`src/gbn_pkg.sv`:
```
// Go-Back-N sender window: shared types and constants.
// Request and response structs, operation and result codes, register indexes.
// No dependencies.
`timescale 1ns / 1ps
`default_nettype none

package gbn_pkg;

  localparam int unsigned WINDOW_MAX  = 32;
  localparam int unsigned MAX_RESULTS = 32;

  localparam logic [5:0]  WINDOW_SIZE_RESET   = 6'd4;
  localparam logic [15:0] PACKET_TOTAL_RESET  = 16'd0;
  localparam logic [15:0] TIMEOUT_TICKS_RESET = 16'd200;

  typedef enum logic [1:0] {
    CfgWindowSize   = 2'd0,
    CfgPacketTotal  = 2'd1,
    CfgTimeoutTicks = 2'd2
  } cfg_index_e;

  typedef enum logic [1:0] {
    OpSend = 2'd0,
    OpAck  = 2'd1,
    OpTick = 2'd2
  } op_e;

  typedef enum logic [2:0] {
    KindSent     = 3'd0,
    KindFull     = 3'd1,
    KindAllSent  = 3'd2,
    KindNewAck   = 3'd3,
    KindDupAck   = 3'd4,
    KindResend   = 3'd5,
    KindComplete = 3'd6
  } kind_e;

  typedef struct packed {
    logic [1:0]  operation;
    logic        ack_flag;
    logic [15:0] ack_number;
  } req_t;

  typedef struct packed {
    kind_e       result_kind;
    logic [15:0] seq_number;
    logic [15:0] window_base;
    logic        last;
  } rsp_t;

endpackage

`default_nettype wire

```
`src/go_back_n_sender_window.sv`:
```
// Go-Back-N sender window control, top level.
// Keeps per-sequence send timestamps in a one-port-write, one-port-read memory.
// Depends on gbn_pkg.
//
// Usage: each request on req_i (valid/ready) is one of send, ack or tick.
// Send and ack requests yield exactly one response on rsp_o; a tick yields
// none, or, if a duplicate ack armed it and the base timestamp expired, one
// resend per outstanding sequence (up to 32), last set on the final one.
// Flow: a request is registered in req_q from StIdle, and StDecide then
// loads its response into the response register. A tick that resends goes
// on to StResend, where the timestamp memory write port restamps one
// sequence per cycle while the response register is free.
// Configuration writes (cfg_we_i, cfg_index_i, cfg_wdata_i) land at once
// and are meant for idle periods only.
// Reset clears the window, the tick counter and the flags and loads the
// register defaults; the timestamp memory needs no clearing.
// A stalled receiver holds the response register; the block keeps one
// request in flight and waits, taking nothing new until it moves on.
`timescale 1ns / 1ps
`default_nettype none

module go_back_n_sender_window #(
  parameter int unsigned WindowMax = gbn_pkg::WINDOW_MAX
) (
  input  wire logic          clk_i,
  input  wire logic          rst_ni,
  input  wire logic          in_valid_i,
  output logic               in_ready_o,
  input  wire gbn_pkg::req_t req_i,
  output logic               out_valid_o,
  input  wire logic          out_ready_i,
  output gbn_pkg::rsp_t      rsp_o,
  input  wire logic          cfg_we_i,
  input  wire logic [1:0]    cfg_index_i,
  input  wire logic [15:0]   cfg_wdata_i
);

  import gbn_pkg::*;

  localparam int unsigned AW    = (WindowMax > 1) ? $clog2(WindowMax) : 1;
  localparam int unsigned Depth = 2 ** AW;
  localparam int unsigned EW    = $clog2(WindowMax + 1);
  localparam int unsigned RW    = $clog2(MAX_RESULTS + 1);

  typedef enum logic [1:0] {
    StIdle,
    StDecide,
    StResend
  } state_e;

  state_e      state_q;
  req_t        req_q;
  rsp_t        out_q;
  logic        out_valid_q;
  logic [5:0]  window_size_q;
  logic [15:0] packet_total_q;
  logic [15:0] timeout_ticks_q;
  logic [15:0] base_q;
  logic [15:0] next_q;
  logic        armed_q;
  logic        done_q;
  logic [31:0] tick_q;
  logic [15:0] cur_q;
  logic [RW-1:0] rem_q;

  logic [31:0] mem [Depth];
  logic [31:0] rdata_q;

  logic          accept;
  logic          out_free;
  logic          out_load;
  logic [EW-1:0] eff_win;
  logic [15:0]   diff;
  logic          all_sent;
  logic          win_full;
  logic [15:0]   capped;
  logic          ack_adv;
  logic [16:0]   cnt_full;
  logic [RW-1:0] cnt;
  logic [31:0]   elapsed;
  logic          resend_go;
  logic          mem_we;
  logic [AW-1:0] mem_waddr;

  assign in_ready_o  = (state_q == StIdle);
  assign accept      = in_valid_i && in_ready_o;
  assign out_free    = !out_valid_q || out_ready_i;
  assign out_valid_o = out_valid_q;
  assign rsp_o       = out_q;

  always_comb begin
    if (window_size_q == 6'd0) begin
      eff_win = EW'(1);
    end else if (17'(window_size_q) > 17'(WindowMax)) begin
      eff_win = EW'(WindowMax);
    end else begin
      eff_win = EW'(window_size_q);
    end
    diff     = next_q - base_q;
    all_sent = (next_q >= packet_total_q);
    win_full = (17'(diff) >= 17'(eff_win));
    capped   = (req_q.ack_number < next_q) ? req_q.ack_number : next_q;
    ack_adv  = req_q.ack_flag && (capped > base_q);

    cnt_full = 17'(diff);
    if (17'(eff_win) < cnt_full) begin
      cnt_full = 17'(eff_win);
    end
    if (packet_total_q <= base_q) begin
      cnt_full = 17'd0;
    end else if (17'(packet_total_q - base_q) < cnt_full) begin
      cnt_full = 17'(packet_total_q - base_q);
    end
    if (cnt_full > 17'(MAX_RESULTS)) begin
      cnt_full = 17'(MAX_RESULTS);
    end
    cnt = cnt_full[RW-1:0];

    elapsed   = tick_q - rdata_q;
    resend_go = armed_q && !done_q && (base_q < next_q)
                && (elapsed > 32'(timeout_ticks_q)) && (cnt != '0);

    mem_we    = 1'b0;
    mem_waddr = next_q[AW-1:0];
    out_load  = 1'b0;
    case (state_q)
      StDecide: begin
        if (req_q.operation == OpSend && out_free && !all_sent && !win_full) begin
          mem_we = 1'b1;
        end
        if ((req_q.operation == OpSend || req_q.operation == OpAck) && out_free) begin
          out_load = 1'b1;
        end
      end
      StResend: begin
        mem_we    = out_free;
        mem_waddr = cur_q[AW-1:0];
        out_load  = out_free;
      end
      default: begin
        mem_we   = 1'b0;
        out_load = 1'b0;
      end
    endcase
  end

  always_ff @(posedge clk_i) begin
    if (mem_we) begin
      mem[mem_waddr] <= tick_q;
    end
    if (accept) begin
      rdata_q <= mem[base_q[AW-1:0]];
    end
  end

  always_ff @(posedge clk_i or negedge rst_ni) begin
    if (!rst_ni) begin
      state_q         <= StIdle;
      req_q           <= '0;
      out_q           <= '0;
      out_valid_q     <= 1'b0;
      window_size_q   <= WINDOW_SIZE_RESET;
      packet_total_q  <= PACKET_TOTAL_RESET;
      timeout_ticks_q <= TIMEOUT_TICKS_RESET;
      base_q          <= '0;
      next_q          <= '0;
      armed_q         <= 1'b0;
      done_q          <= 1'b0;
      tick_q          <= '0;
      cur_q           <= '0;
      rem_q           <= '0;
    end else begin
      if (out_load) begin
        out_valid_q <= 1'b1;
      end else if (out_valid_q && out_ready_i) begin
        out_valid_q <= 1'b0;
      end

      if (cfg_we_i) begin
        case (cfg_index_i)
          CfgWindowSize:   window_size_q   <= cfg_wdata_i[5:0];
          CfgPacketTotal:  packet_total_q  <= cfg_wdata_i;
          CfgTimeoutTicks: timeout_ticks_q <= cfg_wdata_i;
          default: begin
          end
        endcase
      end

      case (state_q)
        StIdle: begin
          if (accept) begin
            req_q <= req_i;
            if (req_i.operation == OpTick) begin
              tick_q <= tick_q + 32'd1;
            end
            state_q <= StDecide;
          end
        end
        StDecide: begin
          case (req_q.operation)
            OpSend: begin
              if (out_free) begin
                out_q.window_base <= base_q;
                out_q.last        <= 1'b1;
                if (all_sent) begin
                  out_q.result_kind <= KindAllSent;
                  out_q.seq_number  <= '0;
                end else if (win_full) begin
                  out_q.result_kind <= KindFull;
                  out_q.seq_number  <= '0;
                end else begin
                  out_q.result_kind <= KindSent;
                  out_q.seq_number  <= next_q;
                  next_q            <= next_q + 16'd1;
                end
                state_q <= StIdle;
              end
            end
            OpAck: begin
              if (out_free) begin
                out_q.last       <= 1'b1;
                out_q.seq_number <= '0;
                if (ack_adv) begin
                  base_q            <= capped;
                  armed_q           <= 1'b0;
                  out_q.window_base <= capped;
                  if (capped >= packet_total_q) begin
                    done_q            <= 1'b1;
                    out_q.result_kind <= KindComplete;
                  end else begin
                    out_q.result_kind <= KindNewAck;
                  end
                end else begin
                  armed_q           <= 1'b1;
                  out_q.window_base <= base_q;
                  out_q.result_kind <= KindDupAck;
                end
                state_q <= StIdle;
              end
            end
            OpTick: begin
              if (resend_go) begin
                cur_q   <= base_q;
                rem_q   <= cnt;
                state_q <= StResend;
              end else begin
                state_q <= StIdle;
              end
            end
            default: begin
              state_q <= StIdle;
            end
          endcase
        end
        StResend: begin
          if (out_free) begin
            out_q.result_kind <= KindResend;
            out_q.seq_number  <= cur_q;
            out_q.window_base <= base_q;
            out_q.last        <= (rem_q == RW'(1));
            cur_q             <= cur_q + 16'd1;
            rem_q             <= rem_q - RW'(1);
            if (rem_q == RW'(1)) begin
              state_q <= StIdle;
            end
          end
        end
        default: begin
          state_q <= StIdle;
        end
      endcase
    end
  end

endmodule

`default_nettype wire
```
`config.mk`:
```
export PLATFORM = sky130hd
export DESIGN_NAME = go_back_n_sender_window
export DESIGN_NICKNAME = d
export VERILOG_FILES = /design/src/gbn_pkg.sv /design/src/go_back_n_sender_window.sv
export SDC_FILE = /design/constraint.sdc
export NUM_CORES = 2
export LEC_CHECK = 0
export BUFFER_PORTS_ARGS = -buffer_cell sky130_fd_sc_hd__buf_2
export CAP_MARGIN = 15
export CORE_AREA = 2 2 477 432
export CTS_BUF_LIST = sky130_fd_sc_hd__clkbuf_8
export CTS_CLUSTER_SIZE = 16
export DETAILED_ROUTE_END_ITERATION = 12
export DIE_AREA = 0 0 479 434
export PLACE_DENSITY = 0.47
export SLEW_MARGIN = 20
export SYNTH_ARGS = -nofsm -noshare
export SYNTH_HDL_FRONTEND = slang
export SYNTH_SLANG_ARGS = --single-unit
```
`constraint.sdc`:
```
create_clock -name clk_i -period 7.9 [get_ports clk_i]
set_input_delay 0.395 -clock clk_i [delete_from_list [all_inputs] [get_ports clk_i]]
set_output_delay 0.395 -clock clk_i [all_outputs]
set_load 0.02 [all_outputs]
```
# == After elaboration in Yosys (flattened, before gate mapping) ==
# Memory sizes are Yosys's and may differ from the RTL's. A register that Yosys moved wholly into a read port is not among the register bits.
# Cells that the tools add are included.
# word_totals
mem_count,1
ram_bits,1024
regBits,184
out_inout_bits,38
# op_classes
eq_ne,17
n_lt_le_gt_ge,12
n_reduce_logical,36
n_addsub,7
bitwise_logic,2
n_mux,42
# mem_list
name,words,width,rd,rd_ports_with_merged_regs,write_ports,line,source
mem,32,32,1,1,1,go_back_n_sender_window.sv:66,logic [31:0] mem [Depth];
# ops
cell,n
36-bit case mux with 2 select lines,2
36-bit two-way mux,3
16-bit two-way mux,6
17-bit two-way mux,3
6-bit two-way mux,6
16-bit by 1-bit adder with 16-bit output (second input constant),2
32-bit by 1-bit adder with 32-bit output (second input constant),1
16-bit >= comparator,2
32-bit by 16-bit greater-than comparator with 1-bit output,1
16-bit less-than comparator,2
16-bit case mux with 2 select lines,1
32-bit subtractor,1
18-bit two-way mux,1
17-bit by 6-bit greater-than comparator with 1-bit output (second input constant),1
17-bit less-than comparator,1
16-bit by 16-bit subtractor with 17-bit output,1
16-bit by 6-bit >= comparator with 1-bit output,1
16-bit greater-than comparator,1
16-bit less-or-equal comparator,1
6-bit by 16-bit less-than comparator with 1-bit output,1
16-bit subtractor,1
5-bit AND reduction,3
3-bit inequality test (second input constant),4
6-bit case mux with 2 select lines,1
26 further kinds,69

# == Depth between registers and ports, before layout ==
# logic_depth
ltp_word,15
ltp_mapped,34
depth_no_buf,30

# == Least setup slack after synthesis ==
# OpenSTA, ideal clock, no wires.
# synth_path
kind,reg-to-reg
from,register base_q[2]
to,register cur_q[15]
required_ns,7.755
setup_ns,0.145
path_stages_with_launch,32
t_arrival_ns,6.392
period_less_slack_ns,6.538
path_slack_ns,1.362
cell_sequence,dfrtp_1 > inv_1 > clkbuf_1 > buf_1 > ha_1 > a21o_1 > a21oi_1 > xnor2_1 > inv_1 > ha_1 > nand4_1 > o21bai_1 > a21oi_1 > nor4_1 > nand4_1 > nor2_4 > mux2i_1 > ha_1 > a21oi_1 > nand2_1 > a21oi_1 > o21ai_0 > a21boi_0 > nand2_1 > or4_4 > a31oi_4 > o21ai_2 > and4_1 > clkbuf_1 > buf_2 > nor3_1 > a211oi_2
# synth_via
elab_chain_len,12
word_cells_on_any_way,17
cone_classes,add/sub (2); order compare (5); eq/ne (1); mux (4); reduce/logical (5)
# synth_rtl
item,line,source
"start, declared",go_back_n_sender_window.sv:58,logic [15:0] base_q;
"start signal, assigned",go_back_n_sender_window.sv:224,base_q <= capped;
16-bit subtractor,go_back_n_sender_window.sv:99,diff = next_q - base_q;
6-bit by 16-bit less-than comparator with 1-bit output,go_back_n_sender_window.sv:106,if (17'(eff_win) < cnt_full) begin
16-bit two-way mux,go_back_n_sender_window.sv:106,
17-bit less-than comparator,go_back_n_sender_window.sv:111,end else if (17'(packet_total_q - base_q) < cnt_full) begin
17-bit two-way mux,go_back_n_sender_window.sv:111,
17-bit two-way mux,go_back_n_sender_window.sv:109,if (packet_total_q <= base_q) begin
17-bit by 6-bit greater-than comparator with 1-bit output,go_back_n_sender_window.sv:114,if (cnt_full > 17'(MAX_RESULTS)) begin
6-bit two-way mux,go_back_n_sender_window.sv:114,
6-bit nonzero test,go_back_n_sender_window.sv:121,&& (elapsed > 32'(timeout_ticks_q)) && (cnt != '0);
1-bit logical AND *,go_back_n_sender_window.sv:121,
2-bit inequality test (no source line) *,--,
4-bit AND reduction (no source line) *,--,
"end signal, assigned",go_back_n_sender_window.sv:243,cur_q <= base_q;
"end signal, assigned",go_back_n_sender_window.sv:261,cur_q <= cur_q + 16'd1;
"end, declared",go_back_n_sender_window.sv:63,logic [15:0] cur_q;
# Mark *: on every way between the ends. The rest lies on a longest branch, timed or not.
# A chain may end at the register's enable or synchronous reset.

# == Final worst setup path ==
# layout_path
from,register base_q[1]
to,register cur_q[2]
# Same word-level chain as after synthesis.

==> key figures <==
Clock network
  – Clock Tree Buf Depth: 3
  – Later-pin clock latency in the skew report: 970 ps
  – CTS root buf: clkbuf_8
  – H-tree depth: 4
  – Post-CTS sizing: 0
  – CTS tree: built
  – Cts bufs inserted: 196
  – Clk slew on worst S/H paths: 70 ps
  – Clock sink total: 1240

Outcome
  – Status: completed

Synthesis
  – Top cells by area, synth: edfxtp_1 58%, mux4_2 13%, dfrtp_1 8.3%
  – Ys flop type: edfxtp_1
  – Synth area leader: edfxtp_1
  – Synth Register Bits: 1240
  – Mapped Avg Cell Area: 16.7 um^2
  – Distinct cells, synth: 88
  – Post-Syn Area: 54500 um^2
  – Synth top area share: 58.2%
  – Sequential share of the synthesized area: 66.6%
  – Post-Syn Instances: 3263
  – Number of synthesized flops with an enable pin: 1056
  – Synth warnings: 0
  – Async set-reset flop share out of synthesis: 14.8%

STA
  – RSZ-0062 raised after global routing: no
  – Fin crit share: 87.9%
  – Slew of the pin with the lowest slew margin: 1140 ps
  – Clk_skew: 66.5 ps
  – Worst hold slack: 116 ps
  – Achievable Freq: 144 MHz
  – # setup viols final: 0
  – Final hold viol count: 0
  – Min Tclk post-route: 6950 ps
  – Max_slew headroom: 23.9%
  – Setup TNS: 0 ps
  – Slew Limit Fails: 0

Floorplan
  – Die Width: 479 um
  – Top Ports: 80
  – Initial Utilization: 26.9%
  – Total die area: 208000 um^2
  – Placeable Area: 203000 um^2
  – Row cnt: 157
  – Die height: 434 um

Critical path
  – Crit path DAT: 7760 ps
  – Cell family with most CP delay: compound AO/OA/AOI/OAI gates
  – Crit-path max cell delay: 470 ps
  – R2R Path Start: base_q[1]
  – Crit path kind: reg -> reg
  – Crit-path slowest cell: dfrtp_4
  – Worst Setup EP: cur_q[2]
  – Reg2reg path depth: 29
  – Crit Path Max Fanout: 25
  – CP bufs+invs: 3
  – WP data required: 8710 ps
  – Reg2reg end: cur_q[2]
  – Critical path depth in cells: 29
  – CP Launch Point: base_q[1]
  – Critical Path Sink Type: flip-flop
  – Crit path launch type: flip-flop
  – R2R Setup Slk: 950 ps

Place
  – DP HPWL: 96000 um
  – Placer congestion estimate: 0.849
  – Port buffer count: 79

Final layout
  – Commonest non-fill, non-tap cell in the layout: edfxtp_1
  – Final net count: 3777
  – Commonest non-fill, non-tap cells in the layout: 1056 x edfxtp_1, 320 x mux4_2, 220 x inv_1
  – FILL cells: 19800
  – Layout cell share with drive strength beyond 1: 24.1%
  – Area Overhead vs Synth: 16.3%

Route
  – Vias: 30900
  – DRT Pass-1 Iters: 5
  – Final ANT Viol Nets: 0
  – Detailed Route Iter0 Violations: 2781
  – Routed WL: 156000 um
  – DR vias/cell: 4.81
  – Post-route DRC: 0
  – Average wire per cell in the routed design: 24.2 um

Power and ir drop
  – Final Power: 21.3 mW
  – Max rail drop VDD: 0.247 mV
  – Pwr dens: 336 nW/um^2
  – Leakage: 23.0 nW

Global route
  – Largest net degree at the start of global routing: 130
  – GRT overflow: 0
  – Initial antenna violation count: 9
  – Total GRT Usage: 14.9%
  – First-pass GRT wire length: 225000 um
  – Vias in the first global route: 31200

Hold path
  – HP Class: in -> reg

Flow run
  – Max-Cap Viols: 0
-- how the worst min path moves through the flow --
stage                     slack, ps            start             endpoint  cells after the start
after global routing             70         cfg_we_i  timeout_ticks_q[10]                      3
after CTS                       140  cfg_wdata_i[11]   packet_total_q[11]                      3
after detailed placement        400           rst_ni   packet_total_q[12]                      1
after floorplan                 100           rst_ni              armed_q                      0
final                           120   cfg_index_i[0]  timeout_ticks_q[10]                      3
after global placement          400           rst_ni   packet_total_q[12]                      1
-- state kept, by name (all words and copies together), names as in the netlist --
| register | flops |
|---|---|
| done_q | 1 |
| rem_q | 6 |
| armed_q | 1 |
| rsp_o | 36 |
| timeout_ticks_q | 16 |
| req_q | 19 |
| rdata_q | 32 |
| mem | 1024 |
| packet_total_q | 16 |
| out_valid_o | 1 |
| next_q | 16 |
| state_q | 2 |
| base_q | 16 |
| window_size_q | 6 |
| tick_q | 32 |
| cur_q | 16 |
-- area by class of cell --
type	count	area, um^2	share of cell area (%)
timing repair buffer	232	1890	2.99
multi-input combinational	1743	17400	27.4
antenna	5	12.5	0.0197
clock buffer	212	2920	4.60
inverter	148	561	0.884
clock inverter	150	923	1.46
sequential	1240	36300	57.3
tap	2703	3380	5.34
-- kinds of logic (layout without fill, tap and decap cells) --
group / Yosys count / in the layout / synth area share (%)
compound gates: 432 / 432 / 5.37
xor+xnor: 80 / 80 / 1.29
fa+ha+maj: 174 / 174 / 4.04
buf+inv: 289 / 742 / 2.05
flops: 1240 / 1240 / 66.6
mux: 407 / 407 / 15.0
other cells: 1 / 15 / 0.00688
simple gates: 640 / 640 / 5.65
-- stage by stage --
stage	utilization, %	setup slack, ps	area (um^2)	cells
floorplan	-	1360	54500	3272
global placement	29.2	1160	59100	6023
detailed placement	29.2	1090	59100	6023
CTS	31.3	1050	63400	6427
global route	31.3	361	63400	6431
finish	31.3	954	63400	6433
-- power by group --
| group | internal, mW | switching [mW] | total (mW) |
|---|---|---|---|
| logic | 3.47 | 4.45 | 7.92 |
| registers | 7.59 | 0.374 | 7.97 |
| clock network | 2.73 | 2.71 | 5.44 |
-- layer usage --
| layer | up-vias | GRT usage [%] | wire length [um] |
|---|---|---|---|
| li1 | 13600 | - | - |
| met1 | 16100 | 21.5 | 72900 |
| met2 | 960 | 22.6 | 69800 |
| met3 | 241 | 2.97 | 9420 |
| met4 | 0 | 4.35 | 3710 |
| met5 | - | 0 | 0 |
-- cell usage after synthesis (11+ instances only) --
cell type  count
nand3_1       54
a21o_1        50
a211oi_1      17
nand2_1      204
nand4_1       40
clkbuf_1      98
nor2_1       149
ha_1         171
o31ai_1       11
o21a_1        20
dfrtp_1      180
o211ai_1      17
nand2b_1      16
xor2_1        20
a21oi_1      111
edfxtp_1    1056
nor4_1        15
mux2i_1       23
buf_1         29
mux4_2       320
xnor2_1       60
nor2b_1       20
inv_1        147
a31oi_1       13
o22ai_1       17
and3_1        41
mux2_2        64
a221oi_1      24
o21ai_0       68
nor3_1        47
-- worst reg2reg max path, delay by kind of cell, from the launching register on --
family                   cells  cell delay [ps]
AND/OR/NAND/NOR              9             2010
adder cells (fa/ha/maj)      3              910
AO/OA/AOI/OAI               12             2230
flip-flops                   1              470
XOR/XNOR                     1              260
buffers and inverters        3              630
multiplexers                 1              330
-- what timing repair did --
| item | 4_1_cts | 5_1_grt |
|---|---|---|
| setup endpoints to repair | 0 | 0 |
| buffers inserted | 0 | 0 |
| hold buffers | 42 | 0 |
| hold endpoints to repair | 128 | 0 |
Note: power is estimated with default switching activity, not from simulation.
